## src/design/i2a_pkg.sv

```systemverilog
// i2a_pkg: shared types, codes and character constants for the integer to
// ASCII formatter. No dependencies.
package i2a_pkg;

  typedef enum logic [2:0] {
    CMD_SDEC = 3'd0,
    CMD_UDEC = 3'd1,
    CMD_HEXL = 3'd2,
    CMD_HEXU = 3'd3,
    CMD_PTR  = 3'd4
  } cmd_e;

  typedef enum logic [2:0] {
    ST_IDLE,
    ST_CONV,
    ST_NORM,
    ST_PREFIX,
    ST_ZEROS,
    ST_DIGITS
  } state_e;

  // Control from the sequencer to the digit register
  typedef struct packed {
    logic load_hex;
    logic load_dec;
    logic shift_digit;
  } dig_ctrl_t;

  localparam logic [7:0] CHAR_ZERO  = 8'h30;  // '0'
  localparam logic [7:0] CHAR_UA    = 8'h41;  // 'A'
  localparam logic [7:0] CHAR_LA    = 8'h61;  // 'a'
  localparam logic [7:0] CHAR_X     = 8'h78;  // 'x'
  localparam logic [7:0] CHAR_MINUS = 8'h2d;  // '-'
  localparam logic [3:0] DIGIT_TEN  = 4'ha;

  function automatic logic [7:0] digit_char(input logic [3:0] d, input logic upper);
    logic [7:0] base;
    base = upper ? CHAR_UA : CHAR_LA;
    if (d < DIGIT_TEN) begin
      return CHAR_ZERO + {4'b0, d};
    end
    return base + {4'b0, d - DIGIT_TEN};
  endfunction

endpackage

```

## src/design/i2a_digits.sv

```systemverilog
// i2a_digits: digit shift register. Loads hex nibbles directly or builds BCD
// digits from the binary value one bit per cycle (shift and add 3).
// Depends on i2a_pkg.
module i2a_digits #(
  parameter int NDIG = 20
) (
  input  logic                 clk_i,
  input  logic                 rst_ni,
  input  i2a_pkg::dig_ctrl_t   ctrl_i,
  input  logic [63:0]          value_i,
  output logic [3:0]           top_o,
  output logic                 busy_o
);

  localparam int DW = NDIG * 4;

  logic [DW-1:0] dig_q, dig_d, adj;
  logic [63:0]   bin_q, bin_d;
  logic [5:0]    cnt_q, cnt_d;
  logic          busy_q, busy_d;

  always_comb begin
    for (int i = 0; i < NDIG; i++) begin
      adj[4*i +: 4] = (dig_q[4*i +: 4] >= 4'd5) ? dig_q[4*i +: 4] + 4'd3
                                                 : dig_q[4*i +: 4];
    end
  end

  always_comb begin
    dig_d  = dig_q;
    bin_d  = bin_q;
    cnt_d  = cnt_q;
    busy_d = busy_q;
    if (ctrl_i.load_dec) begin
      dig_d  = '0;
      bin_d  = value_i;
      cnt_d  = '0;
      busy_d = 1'b1;
    end else if (ctrl_i.load_hex) begin
      dig_d  = DW'(value_i);
      busy_d = 1'b0;
    end else if (busy_q) begin
      dig_d = {adj[DW-2:0], bin_q[63]};
      bin_d = {bin_q[62:0], 1'b0};
      cnt_d = cnt_q + 6'd1;
      if (cnt_q == 6'd63) begin
        busy_d = 1'b0;
      end
    end else if (ctrl_i.shift_digit) begin
      dig_d = {dig_q[DW-5:0], 4'b0};
    end
  end

  always_ff @(posedge clk_i or negedge rst_ni) begin
    if (!rst_ni) begin
      cnt_q  <= '0;
      busy_q <= 1'b0;
    end else begin
      cnt_q  <= cnt_d;
      busy_q <= busy_d;
    end
  end

  always_ff @(posedge clk_i) begin
    dig_q <= dig_d;
    bin_q <= bin_d;
  end

  assign top_o  = dig_q[DW-1 -: 4];
  assign busy_o = busy_q;

endmodule

```

## src/design/integer_to_ascii_formatter_top.sv

```systemverilog
// integer_to_ascii_formatter_top: formats a 64-bit value as signed/unsigned
// decimal, hex or pointer ASCII text. Depends on i2a_pkg and i2a_digits.
//
// One number is handled at a time; in_stall_o stays high until its last
// character has been loaded into the output register. Decimal goes through
// bit-serial BCD conversion in the digit register, hex loads directly. Then
// leading zero digits are stripped, and the characters (sign or "0x", pad
// zeros, digits) leave at most one per cycle while out_stall_i is low.
// Commands above pointer are accepted and produce no output.
module integer_to_ascii_formatter_top #(
  parameter int MAX_DIGITS = 20,
  parameter int MAX_PAD    = 63
) (
  input  logic        clk_i,
  input  logic        rst_ni,
  input  logic        in_valid_i,
  output logic        in_stall_o,
  input  logic [2:0]  command_i,
  input  logic [63:0] value_i,
  input  logic [5:0]  pad_width_i,
  output logic        out_valid_o,
  input  logic        out_stall_i,
  output logic [7:0]  char_out_o,
  output logic        last_o
);

  localparam int NW = $clog2(MAX_DIGITS + 1);

  i2a_pkg::state_e    state_q, state_d;
  i2a_pkg::dig_ctrl_t dctrl;
  logic [63:0] dig_value;
  logic [3:0]  top_dig;
  logic        dig_busy;

  logic          upper_q, upper_d;
  logic [15:0]   pre_q, pre_d;
  logic [1:0]    pre_n_q, pre_n_d;
  logic [5:0]    pad_q, pad_d;
  logic [NW-1:0] nd_q, nd_d;
  logic [5:0]    zeros_q, zeros_d;
  logic          out_valid_q, out_valid_d;
  logic [7:0]    out_char_q, out_char_d;
  logic          out_last_q, out_last_d;

  logic       out_free, in_acc, neg;
  logic [6:0] total;

  assign out_free = !out_valid_q || !out_stall_i;
  assign in_acc   = in_valid_i && (state_q == i2a_pkg::ST_IDLE);
  assign neg      = (command_i == i2a_pkg::CMD_SDEC) && value_i[63];
  assign dig_value = neg ? (64'd0 - value_i) : value_i;
  assign total    = 7'(nd_q) + 7'(pre_n_q);

  always_comb begin
    state_d     = state_q;
    upper_d     = upper_q;
    pre_d       = pre_q;
    pre_n_d     = pre_n_q;
    pad_d       = pad_q;
    nd_d        = nd_q;
    zeros_d     = zeros_q;
    dctrl       = '0;
    out_valid_d = out_valid_q && out_stall_i;
    out_char_d  = out_char_q;
    out_last_d  = out_last_q;

    case (state_q)
      i2a_pkg::ST_IDLE: begin
        if (in_acc && (command_i <= i2a_pkg::CMD_PTR)) begin
          pad_d   = (pad_width_i > 6'(MAX_PAD)) ? 6'(MAX_PAD) : pad_width_i;
          upper_d = (command_i == i2a_pkg::CMD_HEXU);
          nd_d    = NW'(MAX_DIGITS);
          pre_n_d = 2'd0;
          pre_d   = '0;
          if (neg) begin
            pre_d   = {i2a_pkg::CHAR_MINUS, 8'h00};
            pre_n_d = 2'd1;
          end else if ((command_i == i2a_pkg::CMD_PTR) && (value_i != 64'd0)) begin
            pre_d   = {i2a_pkg::CHAR_ZERO, i2a_pkg::CHAR_X};
            pre_n_d = 2'd2;
          end
          if ((command_i == i2a_pkg::CMD_SDEC) || (command_i == i2a_pkg::CMD_UDEC)) begin
            dctrl.load_dec = 1'b1;
          end else begin
            dctrl.load_hex = 1'b1;
          end
          state_d = i2a_pkg::ST_CONV;
        end
      end
      i2a_pkg::ST_CONV: begin
        if (!dig_busy) begin
          state_d = i2a_pkg::ST_NORM;
        end
      end
      i2a_pkg::ST_NORM: begin
        if ((nd_q > NW'(1)) && (top_dig == 4'd0)) begin
          dctrl.shift_digit = 1'b1;
          nd_d = nd_q - NW'(1);
        end else begin
          zeros_d = ({1'b0, pad_q} > total) ? 6'({1'b0, pad_q} - total) : 6'd0;
          state_d = i2a_pkg::ST_PREFIX;
        end
      end
      i2a_pkg::ST_PREFIX: begin
        if (pre_n_q == 2'd0) begin
          state_d = i2a_pkg::ST_ZEROS;
        end else if (out_free) begin
          out_valid_d = 1'b1;
          out_char_d  = pre_q[15:8];
          out_last_d  = 1'b0;
          pre_d       = {pre_q[7:0], 8'h00};
          pre_n_d     = pre_n_q - 2'd1;
        end
      end
      i2a_pkg::ST_ZEROS: begin
        if (zeros_q == 6'd0) begin
          state_d = i2a_pkg::ST_DIGITS;
        end else if (out_free) begin
          out_valid_d = 1'b1;
          out_char_d  = i2a_pkg::CHAR_ZERO;
          out_last_d  = 1'b0;
          zeros_d     = zeros_q - 6'd1;
        end
      end
      i2a_pkg::ST_DIGITS: begin
        if (out_free) begin
          out_valid_d       = 1'b1;
          out_char_d        = i2a_pkg::digit_char(top_dig, upper_q);
          out_last_d        = (nd_q == NW'(1));
          dctrl.shift_digit = 1'b1;
          nd_d              = nd_q - NW'(1);
          if (nd_q == NW'(1)) begin
            state_d = i2a_pkg::ST_IDLE;
          end
        end
      end
      default: begin
        state_d = i2a_pkg::ST_IDLE;
      end
    endcase
  end

  always_ff @(posedge clk_i or negedge rst_ni) begin
    if (!rst_ni) begin
      state_q     <= i2a_pkg::ST_IDLE;
      out_valid_q <= 1'b0;
    end else begin
      state_q     <= state_d;
      out_valid_q <= out_valid_d;
    end
  end

  always_ff @(posedge clk_i) begin
    upper_q    <= upper_d;
    pre_q      <= pre_d;
    pre_n_q    <= pre_n_d;
    pad_q      <= pad_d;
    nd_q       <= nd_d;
    zeros_q    <= zeros_d;
    out_char_q <= out_char_d;
    out_last_q <= out_last_d;
  end

  i2a_digits #(
    .NDIG (MAX_DIGITS)
  ) u_digits (
    .clk_i   (clk_i),
    .rst_ni  (rst_ni),
    .ctrl_i  (dctrl),
    .value_i (dig_value),
    .top_o   (top_dig),
    .busy_o  (dig_busy)
  );

  assign in_stall_o  = (state_q != i2a_pkg::ST_IDLE);
  assign out_valid_o = out_valid_q;
  assign char_out_o  = out_char_q;
  assign last_o      = out_last_q;

endmodule

```

## config.mk

```make
export PLATFORM = sky130hd
export DESIGN_NAME = integer_to_ascii_formatter_top
export DESIGN_NICKNAME = d
export VERILOG_FILES = /design/src/design/i2a_pkg.sv /design/src/design/i2a_digits.sv /design/src/design/integer_to_ascii_formatter_top.sv
export SDC_FILE = /design/constraint.sdc
export NUM_CORES = 1
export LEC_CHECK = 0
export BUFFER_PORTS_ARGS = -buffer_cell sky130_fd_sc_hd__buf_2
export CAP_MARGIN = 20
export CORE_MARGIN = 10
export CORE_UTILIZATION = 35
export CTS_CLUSTER_DIAMETER = 40
export CTS_CLUSTER_SIZE = 16
export DETAILED_ROUTE_END_ITERATION = 8
export GPL_ROUTABILITY_DRIVEN = 0
export MAX_ROUTING_LAYER = met4
export PLACE_DENSITY = 0.58
export SLEW_MARGIN = 10
export SYNTH_ARGS = -nofsm -noshare
export SYNTH_HDL_FRONTEND = slang
export SYNTH_HIERARCHICAL = 1
export SYNTH_SLANG_ARGS = --single-unit
```

## constraint.sdc

```tcl
create_clock -name clk_i -period 4.38 [get_ports clk_i]
set_input_delay 0.438 -clock clk_i [delete_from_list [all_inputs] [get_ports clk_i]]
set_output_delay 0.438 -clock clk_i [all_outputs]
set_load 0.01 [all_outputs]
```

==> results.toml, run 1 <==
[global_routing]
gr_util_met2_pct = 23.10
global_route.overflow_total = 0
grtUsageMet1_pct = 22.95
grt_start_max_net_pins = 96
busiest_layer = "met2"
gr-usage-met3_pct = 2.174
antenna_found_initial = 0
grt_pass1_vias = 10210
wire_length_of_the_first_global_routing_pass_mm = 56.07
grtUsageTotal_pct = 16.05

[placed_design]
buffer_ports.inserted = 86
place.detailed.instances = 1852
hpwl_mm = 24.93
detailed_place.area_mm2 = 0.01362
place_ws_ns = 1.013

[floorplanning]
floorplan.die.width_um = 211.4
fp.dieArea_mm2 = 0.04471
io_pins = 88
initial_utilization_pct = 35.29
design.core.area_mm2 = 0.03635
rows = 70
die-height_um = 211.4

[clock_tree]
clockRootBuffer = "clkbuf_16"
tritoncts_num_sinks = 189
cts_max_path_buffers = 2
clkTransAtPathRegs_ns = 0.08
number_of_buffers_added_by_the_clock_tree_synthesis_step = 17
cts_max_level = 4
worstSkewPairLatency_ns = 0.46
post_cts_resized = 0
cts_tree = "built"

[timing]
worst_slew_margin_rel_pct = 35.49
setup_violations_final = 0
rsz0062_at_grt = "no"
clock_skew_ns = 0.01391
timing.final.ws_setup_ns = 1.001
timing.setup.tns_ns = 0
maxSlewViolCount = 0
timing.final.hold_violations = 0
max_clock_freq_mhz = 295.9
layout_worst_path_cycle_share_pct = 77.16
worst_slew_pin_slew_ns = 0.9647
period_needed_ns = 3.379

[critical_path]
timing.critical_path.to_type = "flip-flop"
number_of_cells_on_the_worst_reg_to_reg_path = 11
worst_ep_arrival_time_ns = 3.75
cp_num_buf_inv = 3
worst_path_max_delay_cell = "or4b_2"
max_stage_delay_ns = 0.57
worst_path_cell_chain = "inv_1, ha_1, or4b_2, a211oi_1, a21o_2, nor2b_2, buf_4, and2_1, buf_4, nand2_1, o211ai_1"
category_of_cells_accounting_for_the_largest_share_of_critical_path_delay = "simple AND/OR/NAND/NOR gates"
critical_path.max_fanout = 25
setup.worst_path.start_class = "flip-flop"
cp.depth = 11
crit_type = "flip-flop to flip-flop"
crit_path_frequent_cell = "buf_4"
critPathRequiredTime_ns = 4.75

[yosys]
ys_seq_elements = 189
syn_avg_cell_area_um2 = 9.404
synth_top_area_cell = "edfxtp_1"
synth-edff-count = 98
synthTopCellsByCount = "119 x a21oi_1, 98 x edfxtp_1, 96 x nand2_1"
ys_dominant_reg_cell = "edfxtp_1"
synthesis.yosys.warnings = 6
synthDominantCellAreaShare_pct = 22.94
mappedNetlistNets = 1502
synth.distinct_cells = 76
synth_sequential_area_ratio_pct = 37.57
synth.cell_area_mm2 = 0.01283
ys_top_cells_by_area = "edfxtp_1 23%, dfxtp_1 12%, mux2_2 6.8%"
synthCells = 1364
yosysMostFrequentCell = "a21oi_1"
async_s_r_ff_share_synth_pct = 5.820

[final_layout]
final_design_area_no_fill_mm2 = 0.01419
layout-drive-gt1-share_pct = 18.05
diodes = 0
final_net_count = 1543
synthToLayoutAreaGrowth_pct = 10.61
post_layout_nonfiller_instances = 1886

[drt]
drcViolationCount = 0
starting_drt_drc_count = 803
routed_via_density = 5.564
detail_route.first_pass.iterations = 5
antenna_violating_nets_post_route = 0
totalWireLength_mm = 34.89
vias = 10490
wire_per_inst_um = 18.50

[power_and_ir_drop]
vdd_drop_max_mv = 0.3811
powerDensity_mw_per_mm2 = 654.3
fin_total_pwr_mw = 9.284
static-leakage-power_nw = 5.304

[flow_run]
maxCapViolations = 0

[status]
outcome = "finished clean"

[worst_hold_path]
hold_path_depth = 1
min-delay-path-class = "input pin to flip-flop"
## power by group
part / leakage, nW / internal [mW] / switching (mW) / total [mW]
combinational: 3.30 / 1.95 / 2.41 / 4.36
clock: 0.281 / 0.770 / 0.745 / 1.51
sequential: 1.72 / 2.75 / 0.659 / 3.41
## per-stage QoR
| stage | utilization, % | hold WS [ns] |
|---|---|---|
| 2_1_floorplan | - | 0.1424 |
| 3_3_place_gp | 37.46 | 0.3320 |
| 3_5_place_dp | 37.46 | 0.3340 |
| 4_1_cts | 39.02 | 0.1345 |
| 5_1_grt | 39.04 | 0.1421 |
| 6_report | 39.04 | 0.1591 |
## layout by cell type, fill, tap and decap left out, drive strengths merged, types with 25 or more instances in the layout
master    n
nor2     71
nand2b   30
edfxtp   98
mux2i    29
buf     110
nor3     25
nand2    96
inv      74
mux2     78
xnor2    42
xor2     47
dfxtp    80
ha       59
o21ai    83
nor3b    31
a21oi   119
## repair_timing
item,4_1_cts,5_1_grt
hold endpoints to repair,11,0
buffers inserted,0,0
hold buffers,1,0
## kinds of logic after synthesis
| logic type | after synthesis | synth area share, % |
|---|---|---|
| mux | 107 | 9.110 |
| fa+ha+maj | 61 | 6.067 |
| other cells | 1 | 0.02923 |
| simple gates | 393 | 17.36 |
| flops | 189 | 37.57 |
| buf+inv | 156 | 5.433 |
| compound gates | 368 | 18.35 |
| xor+xnor | 89 | 6.077 |
## metal layers
metal | vias up | share of wire (%)
met5 | - | 0
met4 | 0 | 1.3
met3 | 25 | 3.4
met2 | 225 | 43
met1 | 5130 | 52
li1 | 5114 | -
## sequential cells by signal, indices dropped and copies added (netlist names), 5 cells and up
register        flops
pre_q               6
zeros_q             6
u_digits/bin_q     64
pad_q               6
nd_q                5
u_digits/dig_q     80
char_out_o          7
u_digits/cnt_q      6
## cell type report
| class | count | area [um2] |
|---|---|---|
| Sequential cell | 189 | 4821 |
| Fill cell | 3618 | 22160 |
| Timing Repair Buffer | 111 | 643.1 |
| Clock inverter | 13 | 103.9 |
| Inverter | 67 | 251.5 |
| Multi-Input combinational cell | 1019 | 7331 |
| Tap cell | 468 | 585.6 |
| Clock buffer | 19 | 452.9 |
## worst paths after layout
check,endpoint,slack [ns],from
max reg2reg,u_digits/dig_q[22],1.00,u_digits/dig_q[77]
max in group asynchronous,u_digits/busy_o,3.72,rst_ni
min,pad_q[0],0.16,pad_width_i[0]
min reg2reg,u_digits/dig_q[28],0.54,u_digits/dig_q[24]
max,u_digits/dig_q[22],1.00,u_digits/dig_q[77]
min in group asynchronous,u_digits/cnt_q[5],0.42,rst_ni
Power figures use the tool's default switching activity.
==> run 2: changes to the inputs <==
--- a/config.mk
+++ b/config.mk
@@ -5,6 +5,7 @@
 export SDC_FILE = /design/constraint.sdc
 export NUM_CORES = 1
 export LEC_CHECK = 0
+export ABC_AREA = 1
 export BUFFER_PORTS_ARGS = -buffer_cell sky130_fd_sc_hd__buf_2
 export CAP_MARGIN = 20
 export CORE_MARGIN = 10
==> constraint.sdc (replaced) <==
create_clock -name clk_i -period 3.28 [get_ports clk_i]
set_input_delay 0.328 -clock clk_i [delete_from_list [all_inputs] [get_ports clk_i]]
set_output_delay 0.328 -clock clk_i [all_outputs]
set_load 0.01 [all_outputs]
==> run 2 against run 1 <==
  * Power grew 52%
  * Hold slack lost 0.097 ns
  * Register-to-register slack lost 0.59 ns
  * Synthesized cell count grew 59%
  * Final area grew 9.9%
  * Clock skew shrank 0.0046 ns
  * Routed wire length grew 20%
  * Maximum frequency grew 18%
  * Largest power group unchanged
  * Highest routed layer unchanged
  * Core utilization shrank 0.067 points
==> results.toml, run 2 <==
[status]
outcome = "finished clean"

[critical_path]
timing.critical_path.to_type = "flip-flop"
critical_path.max_fanout = 21
setup_slack_of_the_worst_register_to_register_path_ns = 0.41
setup.worst_path.start_class = "flip-flop"
crit_type = "flip-flop to flip-flop"
worst_ep_arrival_time_ns = 3.25
critPathRequiredTime_ns = 3.65

[global_routing]
wire_length_of_the_first_global_routing_pass_mm = 67.30
global_route.overflow_total = 0
antenna_found_initial = 0
grt_start_max_net_pins = 87
grt_pass1_vias = 12720
grtUsageTotal_pct = 16.95

[floorplanning]
fp.dieArea_mm2 = 0.04923
rows = 73
floorplan.die.width_um = 221.9
io_pins = 88
initial_utilization_pct = 35.66
design.core.area_mm2 = 0.04001
die-height_um = 221.9

[final_layout]
final_common_cell = "nand2_1"
layout-drive-gt1-share_pct = 8.601
diodes = 0
mostFrequentLayoutCells = "693 x nand2_1, 240 x inv_1, 201 x nor2_1"
registers.top_by_ff_count = "u_digits/dig_q"
post_layout_nonfiller_instances = 2734
layout.filler_cells = 4293
final_net_count = 2334
flip_flop_count_of_the_largest_register_all_copies_and_words_added = 80
synthToLayoutAreaGrowth_pct = 9.289

[timing]
maxSlewViolCount = 0
minimum_hold_slack_ns = 0.06212
setup_violations_final = 0
timing.final.hold_violations = 0
worst_slew_pin_slew_ns = 0.9807
layout_worst_path_cycle_share_pct = 87.63
rsz0062_at_grt = "no"
worst_slew_margin_rel_pct = 34.62
timing.final.ws_setup_ns = 0.4058
clock_skew_ns = 0.009325
max_clock_freq_mhz = 347.9
timing.setup.tns_ns = 0
period_needed_ns = 2.874

[flow_run]
maxCapViolations = 0

[yosys]
synth.cell_area_mm2 = 0.01426
synth.distinct_cells = 47
async_s_r_ff_share_synth_pct = 5.820
ys_dominant_reg_cell = "edfxtp_1"
syn_avg_cell_area_um2 = 6.571
synth_top_area_cell = "edfxtp_1"
ys_seq_elements = 189
synthCells = 2171
yosysMostFrequentCell = "nand2_1"
ys_top_cells_by_area = "edfxtp_1 21%, nand2_1 18%, dfxtp_1 11%"
synth_sequential_area_ratio_pct = 33.79
mappedNetlistNets = 2309
synth-edff-count = 98
synthesis.yosys.warnings = 6
synthDominantCellAreaShare_pct = 20.63
synthTopCellsByCount = "693 x nand2_1, 242 x inv_1, 203 x nor2_1"

[placed_design]
place.detailed.instances = 2701
hpwl_mm = 31.20
place_ws_ns = 0.4042
buffer_ports.inserted = 86

[drt]
wire_per_inst_um = 15.28
vias = 13910
detail_route.first_pass.iterations = 7
drcViolationCount = 0
starting_drt_drc_count = 1127
antenna_violating_nets_post_route = 0
routed_via_density = 5.087
totalWireLength_mm = 41.78

[power_and_ir_drop]
p_seq_share_pct = 33.6
switching_power_total_mw = 6.540
cell_internal_pwr_mw = 7.562
clock_power_share_pct = 13.5
power.switching_fraction_pct = 46.38
powerDensity_mw_per_mm2 = 904.6
power.share.combinational_pct = 52.9
vdd_drop_max_mv = 0.4815
static-leakage-power_nw = 7.176
fin_total_pwr_mw = 14.10

[clock_tree]
cts_max_path_buffers = 2
post_cts_hold_buffer_count = 1
clockRootBuffer = "clkbuf_16"
worstSkewPairLatency_ns = 0.44
number_of_buffers_added_by_the_clock_tree_synthesis_step = 17
cts_tree = "built"
postCtsSetupBuffers = 0
clkTransAtPathRegs_ns = 0.07
tritoncts_num_sinks = 189
post_cts_resized = 0
cts_max_level = 4

[worst_hold_path]
min-delay-path-class = "input pin to flip-flop"
==> run 2: changes by cell type in the layout (fill, tap and decap cells not counted), moves of 58 or more <==
cell	delta
inv_1	+173
a21oi_1	+69
nand2_1	+597
mux2_2	-78
nand3_1	+119
o21ai_0	+58
nor2_1	+131
==> run 2: power groups by stage <==
stage | clock [mW] | combinational [mW] | sequential (mW)
finish | 1.91 | 7.46 | 4.74
floorplan | 0 | 6.11 | 4.40
global route | 2.05 | 8.63 | 4.89
global placement | 0 | 7.27 | 4.75
CTS | 1.95 | 7.49 | 4.73
detailed placement | 0 | 7.45 | 4.77
==> run 2: final cells by class <==
type	instances	area (um2)	share of cell area, %
Sequential cell	189	4821	30.92
Timing Repair Buffer	108	660.6	4.238
Clock buffer	19	442.9	2.841
Clock inverter	13	75.07	0.4815
Multi-Input combinational cell	1626	7976	51.16
Inverter	254	957.2	6.140
Tap cell	525	656.9	4.213
==> run 2: worst paths after layout <==
check                              startpoint                 end  cells past startpoint
min                            pad_width_i[0]            pad_q[0]                      1
max reg2reg                u_digits/dig_q[77]  u_digits/dig_q[29]                     11
min in group asynchronous              rst_ni         out_valid_o                      2
max                        u_digits/dig_q[77]  u_digits/dig_q[29]                     11
min reg2reg                u_digits/dig_q[49]  u_digits/dig_q[49]                      2
max in group asynchronous              rst_ni     u_digits/busy_o                      2
==> run 2: stage by stage <==
step | utilization (%) | cell area, um2
3_5_place_dp | 37.65 | 15060
5_1_grt | 38.97 | 15590
2_1_floorplan | - | 14270
4_1_cts | 38.97 | 15590
3_3_place_gp | 37.65 | 15060
6_report | 38.97 | 15590
==> run 2: metal layers <==
metal | routed length [um] | global-route usage, % | vias to the layer above
met5 | 0 | - | -
met3 | 2500 | 3.572 | 45
li1 | - | - | 7075
met2 | 19960 | 27.77 | 386
met4 | 728 | 4.177 | 0
met1 | 18600 | 20.88 | 6402
==> run 2: worst max-delay path: stages, from the launching register on <==
cell and delay [ns]:
dfxtp_1 0.33, inv_1 0.15, ha_1 0.17, nor3b_1 0.22, nand3_1 0.10, nor2_1 0.12
inv_1 0.09, o21ai_0 0.35, inv_1 0.66, o21ai_0 0.35, nand3_1 0.10, a21oi_1 0.15
==> run 2: logic make-up after synthesis <==
group                      Yosys count  synth area share [%]
and+or+nand+nor                   1126                 32.92
AOI/OAI and AO/OA                  391                 14.52
buffers and inverters              356                 10.40
DFF                                189                 33.79
adders and majority gates           61                 5.456
xor gates and xnor gates            47                 2.886
other                                1               0.02629
